--- src/hdl/tprm_pkg.sv ---
// tprm_pkg: shared types and constants for the touchpad to relative mouse block
// holds the touch point field layout and the flag struct passed front to back
// no dependencies
`default_nettype none

package tprm_pkg;

    // byte 0 bit 7 clear means the finger touches
    localparam int unsigned TOUCH_N_BIT = 7;

    // 12-bit coordinate fields inside a packed point
    localparam int unsigned FIELD_BITS = 12;
    localparam int unsigned X_LSB      = 8;
    localparam int unsigned Y_LSB      = 20;

    // widest coordinate the block supports
    localparam int unsigned COORD_MAX_BITS = 16;

    localparam int unsigned LIMIT_BITS = 7;
    localparam int unsigned DELTA_BITS = 8;

    localparam logic [LIMIT_BITS-1:0] LIMIT_RESET = 7'd127;

    typedef struct packed {
        logic touch;
        logic click;
        logic host_ready;
    } point_flags_t;

endpackage

`default_nettype wire

--- src/hdl/tprm_front.sv ---
// tprm_front: decodes the two packed touch points and picks the active finger
// depends on tprm_pkg
`default_nettype none

module tprm_front #(
    parameter int unsigned COORD_BITS = 12
) (
    input  wire logic [31:0]            point0_raw,
    input  wire logic [31:0]            point1_raw,
    input  wire logic                   click,
    input  wire logic                   host_ready,
    output tprm_pkg::point_flags_t      flags,
    output logic      [COORD_BITS-1:0]  pos_x,
    output logic      [COORD_BITS-1:0]  pos_y
);

    logic                                 touch0;
    logic                                 touch1;
    logic [tprm_pkg::COORD_MAX_BITS-1:0]  x0_wide;
    logic [tprm_pkg::COORD_MAX_BITS-1:0]  y0_wide;
    logic [tprm_pkg::COORD_MAX_BITS-1:0]  x1_wide;
    logic [tprm_pkg::COORD_MAX_BITS-1:0]  y1_wide;

    localparam int unsigned PAD_BITS = tprm_pkg::COORD_MAX_BITS - tprm_pkg::FIELD_BITS;

    assign touch0 = ~point0_raw[tprm_pkg::TOUCH_N_BIT];
    assign touch1 = ~point1_raw[tprm_pkg::TOUCH_N_BIT];

    // fields are 12 bits; narrower coordinates drop the top bits
    assign x0_wide = {{PAD_BITS{1'b0}}, point0_raw[tprm_pkg::X_LSB +: tprm_pkg::FIELD_BITS]};
    assign y0_wide = {{PAD_BITS{1'b0}}, point0_raw[tprm_pkg::Y_LSB +: tprm_pkg::FIELD_BITS]};
    assign x1_wide = {{PAD_BITS{1'b0}}, point1_raw[tprm_pkg::X_LSB +: tprm_pkg::FIELD_BITS]};
    assign y1_wide = {{PAD_BITS{1'b0}}, point1_raw[tprm_pkg::Y_LSB +: tprm_pkg::FIELD_BITS]};

    always_comb
    begin
        flags.touch      = touch0 | touch1;
        flags.click      = click;
        flags.host_ready = host_ready;
        if (touch0)
        begin
            pos_x = x0_wide[COORD_BITS-1:0];
            pos_y = y0_wide[COORD_BITS-1:0];
        end
        else
        begin
            pos_x = x1_wide[COORD_BITS-1:0];
            pos_y = y1_wide[COORD_BITS-1:0];
        end
    end

endmodule

`default_nettype wire

--- src/hdl/tprm_queue.sv ---
// tprm_queue: two-entry queue between the decode front and the tracking back
// no package dependencies
`default_nettype none

module tprm_queue #(
    parameter int unsigned DATA_BITS = 27
) (
    input  wire logic                 clk,
    input  wire logic                 rst_n,
    input  wire logic                 push,
    input  wire logic [DATA_BITS-1:0] push_data,
    input  wire logic                 pop,
    output logic                      full,
    output logic                      head_valid,
    output logic      [DATA_BITS-1:0] head_data,
    output logic      [1:0]           count
);

    logic [DATA_BITS-1:0] entry_reg [2];
    logic                 wr_ptr_reg;
    logic                 wr_ptr_next;
    logic                 rd_ptr_reg;
    logic                 rd_ptr_next;
    logic [1:0]           count_reg;
    logic [1:0]           count_next;

    always_ff @(posedge clk)
    begin
        if (push)
        begin
            entry_reg[wr_ptr_reg] <= push_data;
        end
    end

    always_comb
    begin
        wr_ptr_next = wr_ptr_reg ^ push;
        rd_ptr_next = rd_ptr_reg ^ pop;
        count_next  = count_reg + {1'b0, push} - {1'b0, pop};
    end

    always_ff @(posedge clk or negedge rst_n)
    begin
        if (!rst_n)
        begin
            wr_ptr_reg <= 1'b0;
            rd_ptr_reg <= 1'b0;
            count_reg  <= 2'd0;
        end
        else
        begin
            wr_ptr_reg <= wr_ptr_next;
            rd_ptr_reg <= rd_ptr_next;
            count_reg  <= count_next;
        end
    end

    assign full       = count_reg[1];
    assign head_valid = count_reg != 2'd0;
    assign head_data  = entry_reg[rd_ptr_reg];
    assign count      = count_reg;

endmodule

`default_nettype wire

--- src/hdl/tprm_back.sv ---
// tprm_back: anchor tracking, delta saturation and the report output register
// depends on tprm_pkg
`default_nettype none

module tprm_back #(
    parameter int unsigned COORD_BITS = 12
) (
    input  wire logic                                   clk,
    input  wire logic                                   rst_n,
    input  wire logic      [tprm_pkg::LIMIT_BITS-1:0]   max_delta,
    input  wire logic                                   head_valid,
    input  wire tprm_pkg::point_flags_t                 head_flags,
    input  wire logic      [COORD_BITS-1:0]             head_x,
    input  wire logic      [COORD_BITS-1:0]             head_y,
    output logic                                        pop,
    output logic                                        report_valid,
    input  wire logic                                   report_stall,
    output logic                                        button_state,
    output logic signed    [tprm_pkg::DELTA_BITS-1:0]   delta_x,
    output logic signed    [tprm_pkg::DELTA_BITS-1:0]   delta_y
);

    localparam int unsigned DIFF_BITS = COORD_BITS + 1;
    localparam int unsigned DB        = tprm_pkg::DELTA_BITS;

    logic                    anchor_valid_reg;
    logic                    anchor_valid_next;
    logic [COORD_BITS-1:0]   anchor_x_reg;
    logic [COORD_BITS-1:0]   anchor_x_next;
    logic [COORD_BITS-1:0]   anchor_y_reg;
    logic [COORD_BITS-1:0]   anchor_y_next;
    logic                    prior_touch_reg;
    logic                    prior_touch_next;
    logic                    last_click_reg;
    logic                    last_click_next;

    logic                    out_valid_reg;
    logic                    out_valid_next;
    logic                    out_button_reg;
    logic signed [DB-1:0]    out_dx_reg;
    logic signed [DB-1:0]    out_dy_reg;

    logic signed [DIFF_BITS-1:0] limit_pos;
    logic signed [DIFF_BITS-1:0] limit_neg;
    logic signed [DIFF_BITS-1:0] diff_x;
    logic signed [DIFF_BITS-1:0] diff_y;
    logic signed [DB-1:0]        dx;
    logic signed [DB-1:0]        dy;
    logic                        moving;
    logic                        emit;
    logic                        out_free;
    logic                        load;

    function automatic logic signed [DB-1:0] clamp(
        input logic signed [DIFF_BITS-1:0] v,
        input logic signed [DIFF_BITS-1:0] hi,
        input logic signed [DIFF_BITS-1:0] lo
    );
        logic signed [DIFF_BITS-1:0] r;
        if (v > hi)
        begin
            r = hi;
        end
        else if (v < lo)
        begin
            r = lo;
        end
        else
        begin
            r = v;
        end
        return r[DB-1:0];
    endfunction

    always_comb
    begin
        limit_pos = DIFF_BITS'(max_delta);
        limit_neg = -limit_pos;
        diff_x    = $signed({1'b0, head_x}) - $signed({1'b0, anchor_x_reg});
        diff_y    = $signed({1'b0, head_y}) - $signed({1'b0, anchor_y_reg});
        moving    = head_flags.touch & prior_touch_reg & anchor_valid_reg;
        if (moving)
        begin
            dx = clamp(diff_x, limit_pos, limit_neg);
            dy = clamp(diff_y, limit_pos, limit_neg);
        end
        else
        begin
            dx = '0;
            dy = '0;
        end
        emit     = head_flags.host_ready &
                   ((dx != '0) | (dy != '0) | (head_flags.click != last_click_reg));
        out_free = ~out_valid_reg | ~report_stall;
        // a transaction with no report never waits for the output side
        pop      = head_valid & (~emit | out_free);
        load     = pop & emit;
    end

    always_comb
    begin
        anchor_valid_next = anchor_valid_reg;
        anchor_x_next     = anchor_x_reg;
        anchor_y_next     = anchor_y_reg;
        prior_touch_next  = prior_touch_reg;
        last_click_next   = last_click_reg;
        if (pop)
        begin
            prior_touch_next = head_flags.touch;
            if (!head_flags.touch)
            begin
                anchor_valid_next = 1'b0;
            end
            else if (emit || !anchor_valid_reg)
            begin
                anchor_valid_next = 1'b1;
                anchor_x_next     = head_x;
                anchor_y_next     = head_y;
            end
            if (emit)
            begin
                last_click_next = head_flags.click;
            end
        end
        out_valid_next = load | (out_valid_reg & report_stall);
    end

    always_ff @(posedge clk or negedge rst_n)
    begin
        if (!rst_n)
        begin
            anchor_valid_reg <= 1'b0;
            anchor_x_reg     <= '0;
            anchor_y_reg     <= '0;
            prior_touch_reg  <= 1'b0;
            last_click_reg   <= 1'b0;
            out_valid_reg    <= 1'b0;
        end
        else
        begin
            anchor_valid_reg <= anchor_valid_next;
            anchor_x_reg     <= anchor_x_next;
            anchor_y_reg     <= anchor_y_next;
            prior_touch_reg  <= prior_touch_next;
            last_click_reg   <= last_click_next;
            out_valid_reg    <= out_valid_next;
        end
    end

    always_ff @(posedge clk)
    begin
        if (load)
        begin
            out_button_reg <= head_flags.click;
            out_dx_reg     <= dx;
            out_dy_reg     <= dy;
        end
    end

    assign report_valid = out_valid_reg;
    assign button_state = out_button_reg;
    assign delta_x      = out_dx_reg;
    assign delta_y      = out_dy_reg;

endmodule

`default_nettype wire

--- src/hdl/touchpad_to_relative_mouse.sv ---
// touchpad_to_relative_mouse: top level, config register, queue and assertions
// depends on tprm_pkg, tprm_front, tprm_queue, tprm_back
//
// usage:
//   point channel: point_valid / point_stall carry point0_raw, point1_raw,
//   click and host_ready; a transaction completes when valid is high and
//   stall low. report channel: report_valid / report_stall carry
//   button_state, delta_x and delta_y, zero or one report per point.
//   max_delta is written through max_delta_we / max_delta_wdata while idle.
// path: a taken point goes into a queue entry, then into the output
//   register; report_valid rises once its report is loaded there
// throughput: one point per cycle while point_stall is low; the back end
//   updates its anchor on the pop, so points with no report never wait
// stall: point_stall rises only when the two-entry queue is full, which
//   happens once the output register is held by report_stall and the
//   next queued point wants to report
// reset: anchor, touch history, last click and queue cleared, max_delta 127
`default_nettype none

module touchpad_to_relative_mouse #(
    parameter int unsigned COORD_BITS = 12
) (
    input  wire logic                                 clk,
    input  wire logic                                 rst_n,
    input  wire logic                                 max_delta_we,
    input  wire logic        [tprm_pkg::LIMIT_BITS-1:0] max_delta_wdata,
    input  wire logic                                 point_valid,
    output logic                                      point_stall,
    input  wire logic        [31:0]                   point0_raw,
    input  wire logic        [31:0]                   point1_raw,
    input  wire logic                                 click,
    input  wire logic                                 host_ready,
    output logic                                      report_valid,
    input  wire logic                                 report_stall,
    output logic                                      button_state,
    output logic signed      [tprm_pkg::DELTA_BITS-1:0] delta_x,
    output logic signed      [tprm_pkg::DELTA_BITS-1:0] delta_y
);

    localparam int unsigned FLAG_BITS = $bits(tprm_pkg::point_flags_t);
    localparam int unsigned Q_BITS    = 2 * COORD_BITS + FLAG_BITS;

    logic [tprm_pkg::LIMIT_BITS-1:0] max_delta_reg;
    logic [tprm_pkg::LIMIT_BITS-1:0] max_delta_next;

    tprm_pkg::point_flags_t  front_flags;
    logic [COORD_BITS-1:0]   front_x;
    logic [COORD_BITS-1:0]   front_y;

    logic                    q_push;
    logic                    q_pop;
    logic                    q_full;
    logic                    q_head_valid;
    logic [Q_BITS-1:0]       q_head_data;
    logic [1:0]              q_count;

    tprm_pkg::point_flags_t  head_flags;
    logic [COORD_BITS-1:0]   head_x;
    logic [COORD_BITS-1:0]   head_y;

    assign max_delta_next = max_delta_we ? max_delta_wdata : max_delta_reg;

    always_ff @(posedge clk or negedge rst_n)
    begin
        if (!rst_n)
        begin
            max_delta_reg <= tprm_pkg::LIMIT_RESET;
        end
        else
        begin
            max_delta_reg <= max_delta_next;
        end
    end

    tprm_front #(
        .COORD_BITS (COORD_BITS)
    ) u_front (
        .point0_raw (point0_raw),
        .point1_raw (point1_raw),
        .click      (click),
        .host_ready (host_ready),
        .flags      (front_flags),
        .pos_x      (front_x),
        .pos_y      (front_y)
    );

    assign point_stall = q_full;
    assign q_push      = point_valid & ~q_full;

    tprm_queue #(
        .DATA_BITS (Q_BITS)
    ) u_queue (
        .clk        (clk),
        .rst_n      (rst_n),
        .push       (q_push),
        .push_data  ({front_flags, front_x, front_y}),
        .pop        (q_pop),
        .full       (q_full),
        .head_valid (q_head_valid),
        .head_data  (q_head_data),
        .count      (q_count)
    );

    assign head_flags = tprm_pkg::point_flags_t'(q_head_data[Q_BITS-1 -: FLAG_BITS]);
    assign head_x     = q_head_data[COORD_BITS +: COORD_BITS];
    assign head_y     = q_head_data[COORD_BITS-1:0];

    tprm_back #(
        .COORD_BITS (COORD_BITS)
    ) u_back (
        .clk          (clk),
        .rst_n        (rst_n),
        .max_delta    (max_delta_reg),
        .head_valid   (q_head_valid),
        .head_flags   (head_flags),
        .head_x       (head_x),
        .head_y       (head_y),
        .pop          (q_pop),
        .report_valid (report_valid),
        .report_stall (report_stall),
        .button_state (button_state),
        .delta_x      (delta_x),
        .delta_y      (delta_y)
    );

    // queue never holds more than its two entries
    assert property (@(posedge clk) disable iff (!rst_n) q_count != 2'd3)
        else $error("queue count out of range");

    // a taken point is in the queue on the next cycle
    assert property (@(posedge clk) disable iff (!rst_n) q_push |=> q_count != 2'd0)
        else $error("accepted point lost from queue");

    // reported deltas stay inside the saturation limit
    assert property (@(posedge clk) disable iff (!rst_n)
        report_valid |->
            (delta_x <= $signed({1'b0, max_delta_reg})) &&
            (delta_x >= -$signed({1'b0, max_delta_reg})) &&
            (delta_y <= $signed({1'b0, max_delta_reg})) &&
            (delta_y >= -$signed({1'b0, max_delta_reg})))
        else $error("delta outside saturation limit");

endmodule

`default_nettype wire
--- config.mk ---
export PLATFORM = sky130hd
export DESIGN_NAME = touchpad_to_relative_mouse
export DESIGN_NICKNAME = d
export VERILOG_FILES = /design/src/hdl/tprm_pkg.sv /design/src/hdl/tprm_front.sv /design/src/hdl/tprm_queue.sv /design/src/hdl/tprm_back.sv /design/src/hdl/touchpad_to_relative_mouse.sv
export SDC_FILE = /design/constraint.sdc
export NUM_CORES = 1
export LEC_CHECK = 0
export BUFFER_PORTS_ARGS = -buffer_cell sky130_fd_sc_hd__buf_2
export CAP_MARGIN = 20
export CELL_PAD_IN_SITES_DETAIL_PLACEMENT = 0
export CELL_PAD_IN_SITES_GLOBAL_PLACEMENT = 2
export CORE_MARGIN = 2
export CORE_UTILIZATION = 38
export DETAILED_ROUTE_END_ITERATION = 12
export HOLD_SLACK_MARGIN = 0.05
export PLACE_DENSITY_LB_ADDON = 0.3
export REMOVE_ABC_BUFFERS = 1
export SYNTH_ARGS = -nofsm -noshare
export SYNTH_HDL_FRONTEND = slang
export SYNTH_SLANG_ARGS = --single-unit
--- constraint.sdc ---
create_clock -name clk -period 7.3 [get_ports clk]
set_input_delay 1.095 -clock clk [delete_from_list [all_inputs] [get_ports clk]]
set_output_delay 1.095 -clock clk [all_outputs]
set_load 0.01 [all_outputs]
==> out/results.txt, run 1 <==
Period utilization = 88.71%
Post-CTS Repair Setup Buffers = 0
RSZ-0062 raised after global routing = false
Vias in the first global route = 5206
Seq/Total Area, Yosys = 43.23%
Layout area overhead = 13.88%
Worst Path Arrival = 6.46 ns
M3 GR Usage = 2.227%
CTS Buf Count = 9
WL per Instance = 17.18 um
Avg Cell Area, Syn = 10.86 um^2
Startpoint Class = register
Critical path required time = 7.28 ns
Initial antenna violation count = 0
Global-route wire length before repair = 27760 um
Mux cell area share after synthesis = 12.95%
XOR/XNOR Fraction of Synth Area = 2.308%
HPWL after DPL = 12950 um
Vias per cell = 5.341
Area of the multi-input gates = 3777 um^2
Core box area = 18640 um^2
Total track usage = 17.64%
Remaining antenna violation count = 0
Library cells used by synthesis = 61
Io pins = 97
Worst Hold End = u_back.anchor_x_reg[7]
Worst-Skew Late Latency = 0.35 ns
Worst r2r dst = u_back.delta_x[4]
Iter 0 DRT Violations = 239
Vias = 5240
Critical path capture point type = register
Cts repair resizes = 0
Maximum clock path buffer count = 2
Final hold vios = 0
Final #Nets = 890
Ant diodes = 0
Skew final = 0.005425 ns
Met2 Use GR = 27.75%
Slew at the pin closest to its max-slew limit = 0.9609 ns
Worst r2r src = u_queue.rd_ptr_reg
Post-CTS Hold Buffers = 0
Hold path depth = 1
Setup Viol. Count Final = 0
Max reg flops = 54
R2r setup slk = 0.82 ns
Post-synthesis adder-cell area fraction = 12.36%
Post-synthesis compound-gate area fraction = 14.06%
Die area = 20090 um^2
Most used routing layer = met2
CTS tree = built
Hold Path Class = reg -> reg
Async S/R FF share, synth = 35.45%
Pins Over Slew Limit = 0
Maximum clock frequency = 154.4 MHz
Register area = 3117 um^2
CTS Root Cell = clkbuf_16
Post-synth EDFFs = 71
Die height = 141.7 um
TritonRoute pass-1 iters = 4
Synth Flop Type = edfxtp_1
Status = complete, no violations
Minimum clock period = 6.476 ns
Crit Path Max Fanout = 17
Clk slew on worst S/H paths = 0.08 ns
Setup_tns = 0 ns
Largest net degree at the start of global routing = 40
Layout cells sized above 1 = 23.83%
GRT met1 Usage = 25.22%
Yosys reg bits = 110
Clock net sink count = 110
Post-route DRC = 0
Number of max-cap violations = 0
Critical hold path startpoint = u_back.anchor_x_reg[7]
GR Overflow Total = 0
Port Buf Inserts = 82
Simple-gate share of the synthesized area = 10.73%
Main combinational cell family by area after synthesis = compound AO/OA/AOI/OAI gates
YS warnings = 0
Setup Crit Path Kind = reg -> reg
Max-Slew Margin vs Limit = 35.35%
CTS HTree Levels = 3
Final GP Congestion = 0.8717
Initial Util = 38.67%
Post-Synthesis Cell Area = 7209 um^2
Total wire length = 16850 um
Fillers = 1774
Cell count of the worst reg-to-reg path = 23
Rows = 50
Mapped Cells = 664
Die width = 141.7 um
## per-layer routing
layer | vias to the layer above | share of wire, %
li1 | 2621 | -
met1 | 2479 | 50
met2 | 117 | 45
met3 | 23 | 2.7
met4 | 0 | 2.2
met5 | - | 0
## cell usage after synthesis (5+ instances only)
| cell | instances | area share (%) |
|---|---|---|
| ha_1 | 68 | 12 |
| dfstp_2 | 7 | 2.6 |
| o21a_1 | 8 | 0.83 |
| nand3_1 | 19 | 1.3 |
| inv_1 | 57 | 3.0 |
| edfxtp_1 | 71 | 30 |
| mux2i_1 | 10 | 1.4 |
| nand3b_1 | 6 | 0.62 |
| nor4_1 | 7 | 0.61 |
| mux2_2 | 57 | 8.9 |
| nor2_1 | 37 | 1.9 |
| xor2_1 | 9 | 1.1 |
| a21o_1 | 15 | 1.6 |
| a211o_1 | 5 | 0.61 |
| nor2b_1 | 8 | 0.69 |
| xnor2_1 | 10 | 1.2 |
| a211oi_1 | 16 | 1.7 |
| clkbuf_1 | 20 | 1.0 |
| dfrtp_1 | 32 | 11 |
| mux2_1 | 17 | 2.7 |
| nand4_1 | 7 | 0.61 |
| o211ai_1 | 8 | 0.83 |
| a21oi_1 | 31 | 2.2 |
| o21ai_0 | 28 | 1.9 |
| nor3_1 | 10 | 0.69 |
| nand2_1 | 37 | 1.9 |
## area by class of cell
type,instances,area share [%]
Clock buffer,9,2.743
Clock inverter,7,1.234
Inverter,57,2.606
Multi-Input combinational cell,474,46.01
Sequential cell,110,37.96
Tap cell,234,3.566
Timing Repair Buffer,90,5.882
## through the flow
| step | hold slack (ns) | area (um^2) | setup slack [ns] | cells | util (%) |
|---|---|---|---|---|---|
| after global placement | 0.4673 | 7864 | 0.8533 | 964 | 42.18 |
| after detailed placement | 0.4747 | 7864 | 0.7443 | 964 | 42.18 |
| after CTS | 0.4929 | 8190 | 0.7320 | 980 | 43.93 |
| after global routing | 0.5040 | 8210 | 0.2787 | 981 | 44.04 |
| final | 0.4871 | 8210 | 0.8240 | 981 | 44.04 |
| after floorplan | 0.4581 | 7108 | 0.8275 | 641 | - |
## worst max path at each step
stage | from | endpoint | depth (start not counted)
after CTS | u_queue.rd_ptr_reg | u_back.delta_y[3] | 23
final | u_queue.rd_ptr_reg | u_back.delta_x[4] | 23
after global routing | u_queue.rd_ptr_reg | u_queue.count[1] | 23
after global placement | u_queue.rd_ptr_reg | u_back.delta_y[4] | 23
after floorplan | u_queue.rd_ptr_reg | u_back.anchor_y_reg[6] | 19
after detailed placement | u_queue.rd_ptr_reg | u_back.delta_y[3] | 23
## cell usage in the layout, fill, tap and decap left out, types with 3 or more instances in the layout
master and count:
nand3_1 19, inv_1 57, and3_1 3, nand4_1 7, nor4_1 7, nand2_1 37, o21ai_0 28, or2_2 3
a211oi_1 16, o211ai_1 8, xnor2_1 10, nor2_1 37, edfxtp_1 71, buf_2 82, o41ai_1 4, mux2i_1 10
a21o_1 15, clkbuf_16 9, mux2_2 57, and4_1 3, mux2_1 17, nor3_1 10, a31oi_1 3, dfstp_2 7
nor2b_1 8, buf_4 7, o21a_1 8, ha_1 68, a21oi_1 31, o211a_1 3, dfrtp_1 32, and2_1 4
a211o_1 5, xor2_1 9, nand3b_1 6
## kinds of logic after synthesis
| kind of cell | count (synthesis) |
|---|---|
| adders and majority gates | 70 |
| AOI/OAI and AO/OA | 146 |
| xor gates and xnor gates | 19 |
| and+or+nand+nor | 155 |
| muxes | 84 |
| buffers and inverters | 80 |
| DFF | 110 |
## worst max-delay path: stages, from the launching register on
cell      delay [ns]
dfrtp_1         0.54
buf_4           0.22
mux2i_1         0.28
ha_1            0.21
inv_1           0.06
fa_1            0.43
a211oi_1        0.32
nor3_1          0.12
o41a_1          0.42
o211ai_1        0.17
nand2_1         0.07
a21o_1          0.28
inv_1           0.09
ha_1            0.26
nand4_1         0.14
a21oi_1         0.06
or3b_2          0.44
mux2_2          0.41
and4_1          0.23
a211oi_1        0.20
nand3b_1        0.19
o31ai_2         0.11
nand3b_1        0.23
inv_1           0.63
Power of run 1 is left out: the tool's default activity adds up to more than one toggle a clock period on the data nets, which glitch-free logic cannot reach.
==> inputs of run 2 (changes only) <==
--- a/config.mk
+++ b/config.mk
@@ -5,12 +5,13 @@
 export SDC_FILE = /design/constraint.sdc
 export NUM_CORES = 1
 export LEC_CHECK = 0
+export ABC_AREA = 1
 export BUFFER_PORTS_ARGS = -buffer_cell sky130_fd_sc_hd__buf_2
 export CAP_MARGIN = 20
 export CELL_PAD_IN_SITES_DETAIL_PLACEMENT = 0
 export CELL_PAD_IN_SITES_GLOBAL_PLACEMENT = 2
 export CORE_MARGIN = 2
-export CORE_UTILIZATION = 38
+export CORE_UTILIZATION = 35
 export DETAILED_ROUTE_END_ITERATION = 12
 export HOLD_SLACK_MARGIN = 0.05
 export PLACE_DENSITY_LB_ADDON = 0.3
==> run 2 against run 1 <==
Effect of this change: cell count up 31%; die area grew 14%; design area up 4.1%; area after synthesis grew 5.0%; fmax rose by 9.1%; wire length rose by 1.4%; global-route usage fell by 1.5 points; sequential cell count did not move; core utilization fell by 3.6 points; sequential share of layout area shrank 1.5 points; critical path type unchanged.
==> out/results.txt, run 2 <==
Post-Synthesis Cell Area = 7570 um^2 (+5.0%)
Layout area overhead = 12.96%
Cts repair resizes = 0 (unchanged)
Ant diodes = 0 (unchanged)
Iter 0 DRT Violations = 233 (-2.5%)
Die height = 151.1 um (+6.6%)
Crit Path Max Fanout = 28 (+11)
Rows = 53 (+6.0%)
CP delay by family, top = simple AND/OR/NAND/NOR gates
YS warnings = 0 (unchanged)
WL per Instance = 13.30 um (-23%)
Vias in the first global route = 5581 (+7.2%)
Leading post-synthesis cells by cell area = edfxtp_1 (28%), nand2_1 (16%), ha_1 (11%)
Top cell type's share of synthesized area = 28.17% (-1.4 points)
Max reg flops = 54 (unchanged)
Vias per cell = 4.495 (-16%)
CP max stage delay = 0.40 ns (-0.23 ns)
Maximum clock path buffer count = 2 (unchanged)
CTS tree = built
Seq/Total Area, Yosys = 41.17% (-2.1 points)
Yosys reg bits = 110 (unchanged)
Vias = 5776 (+10%)
Synth Flop Type = edfxtp_1
Cell area after layout = 8551 um^2 (+4.1%)
Die width = 151.1 um (+6.6%)
Cell taking the most area after synthesis = edfxtp_1
Minimum clock period = 5.935 ns (-0.5406 ns)
Max-Slew Margin vs Limit = 34.26% (-1.1 points)
Global-route wire length before repair = 28490 um (+2.6%)
Die area = 22820 um^2 (+14%)
RSZ-0062 raised after global routing = false
CTS Root Cell = clkbuf_16
Post-synth EDFFs = 71 (unchanged)
GR Overflow Total = 0 (unchanged)
Port Buf Inserts = 82 (unchanged)
Critical path capture point type = register
Library cells used by synthesis = 38 (-38%)
Io pins = 97 (unchanged)
Remaining antenna violation count = 0 (unchanged)
Status = complete, no violations
Core box area = 21150 um^2 (+13%)
HPWL after DPL = 12950 um (about the same)
Total track usage = 16.16% (-1.5 points)
Clk slew on worst S/H paths = 0.08 ns (about the same)
Skew final = 0.008344 ns (+0.002919 ns)
Startpoint Class = register
Initial Util = 35.78% (-2.9 points)
Pins Over Slew Limit = 0 (unchanged)
Hold Path Class = reg -> reg
Critical path required time = 7.55 ns (+0.27 ns)
Total wire length = 17090 um (+1.4%)
M3 GR Usage = 2.199% (-0.029 points)
Post-CTS Repair Setup Buffers = 0 (unchanged)
Most common cell after layout, fill and taps aside = nand2_1
Mapped Cells = 928 (+40%)
CTS Buf Count = 9 (unchanged)
Avg Cell Area, Syn = 8.157 um^2 (-25%)
TritonRoute pass-1 iters = 5 (+1)
Period utilization = 81.31% (-7.4 points)
Initial antenna violation count = 0 (unchanged)
Worst-Skew Late Latency = 0.36 ns (about the same)
Setup_tns = 0 ns (unchanged)
Post-synth top cells = nand2_1 (323), inv_1 (144), edfxtp_1 (71)
Fillers = 2214 (+25%)
Final #Nets = 1153 (+30%)
Most used routing layer = met2
Met2 Use GR = 26.07% (-1.7 points)
Most numerous cell on the critical path = nand2_1
Post-CTS Hold Buffers = 0 (unchanged)
GRT met1 Usage = 22.83% (-2.4 points)
Post-route DRC = 0 (unchanged)
Slew at the pin closest to its max-slew limit = 0.9785 ns (+0.01766 ns)
CTS HTree Levels = 3 (unchanged)
DP Area = 8223 um^2 (+4.6%)
Setup Crit Path Kind = reg -> reg
Final hold vios = 0 (unchanged)
Setup Viol. Count Final = 0 (unchanged)
Count leader, synth = nand2_1
Slowest CP cell = fa_1
Worst Path Arrival = 6.18 ns (-0.28 ns)
Async S/R FF share, synth = 35.45% (unchanged)
Final GP Congestion = 0.8111 (-7.0%)
Buf/Inv on CP = 6 (+2)
Layout cells sized above 1 = 16.14% (-7.7 points)
Maximum clock frequency = 168.5 MHz (+9.1%)
Largest net degree at the start of global routing = 40 (unchanged)
Commonest non-fill, non-tap cells in the layout = nand2_1 (323), inv_1 (144), buf_2 (82)
Number of max-cap violations = 0 (unchanged)
Clock net sink count = 110 (unchanged)
-- run 2: logic make-up (layout without fill, tap and decap cells) --
group                    after synthesis  after routing  synth area share [%]
XOR/XNOR                              19             19                 2.198
flip-flops                           110            110                 41.17
AND/OR/NAND/NOR                      460            460                 26.28
adder cells (fa/ha/maj)               70             70                 11.77
buffers and inverters                167            249                 8.926
AO/OA/AOI/OAI                         78             78                 6.083
multiplexers                          24             24                 3.570
-- run 2: per-layer routing --
layer,vias to the layer above,routed length [um]
li1,3118,-
met1,2529,8774
met2,114,7422
met3,15,613
met4,0,278
met5,-,0
-- run 2: layout make-up --
class                      instances  area (um^2)  share of cell area, %
multi-input combinational        651         3777                  44.18
sequential                       110         3117                  36.45
inverter                         147        551.8                  6.453
timing repair buffer              86        452.9                  5.297
tap                              275        344.1                  4.024
clock buffer                       9        225.2                  2.634
clock inverter                     7        82.58                 0.9658
-- run 2: worst paths after layout --
path,end,slack [ns],cells after the start,startpoint
worst max-delay path,u_queue.count[1],1.36,34,u_queue.rd_ptr_reg
worst min-delay path,u_back.last_click_reg,0.53,2,u_back.last_click_reg
worst max register to register,u_queue.count[1],1.36,34,u_queue.rd_ptr_reg
worst min register to register,u_back.last_click_reg,0.53,2,u_back.last_click_reg
max in group asynchronous,u_back.anchor_y_reg[7],6.09,2,rst_n
min in group asynchronous,u_back.anchor_x_reg[9],0.69,1,rst_n
-- run 2: worst reg2reg max path: cells and delay by family (launching register included) --
kind | cells | cell delay [ns]
AO/OA/AOI/OAI | 4 | 0.80
AND/OR/NAND/NOR | 18 | 2.21
XOR/XNOR | 1 | 0.12
adder cells (fa/ha/maj) | 5 | 1.46
buffers and inverters | 6 | 0.85
flip-flops | 1 | 0.39
-- run 2: metrics by stage --
step / util, % / instances / hold WS (ns) / setup slack, ns
4_1_cts: 40.33 / 1284 / 0.5367 / 1.277
3_3_place_gp: 38.87 / 1268 / 0.4831 / 1.352
5_1_grt: 40.42 / 1285 / 0.5595 / 0.6079
3_5_place_dp: 38.87 / 1268 / 0.5180 / 1.297
2_1_floorplan: - / 908 / 0.4695 / 2.012
6_report: 40.42 / 1285 / 0.5324 / 1.365
Power of run 2 is left out for the same reason.
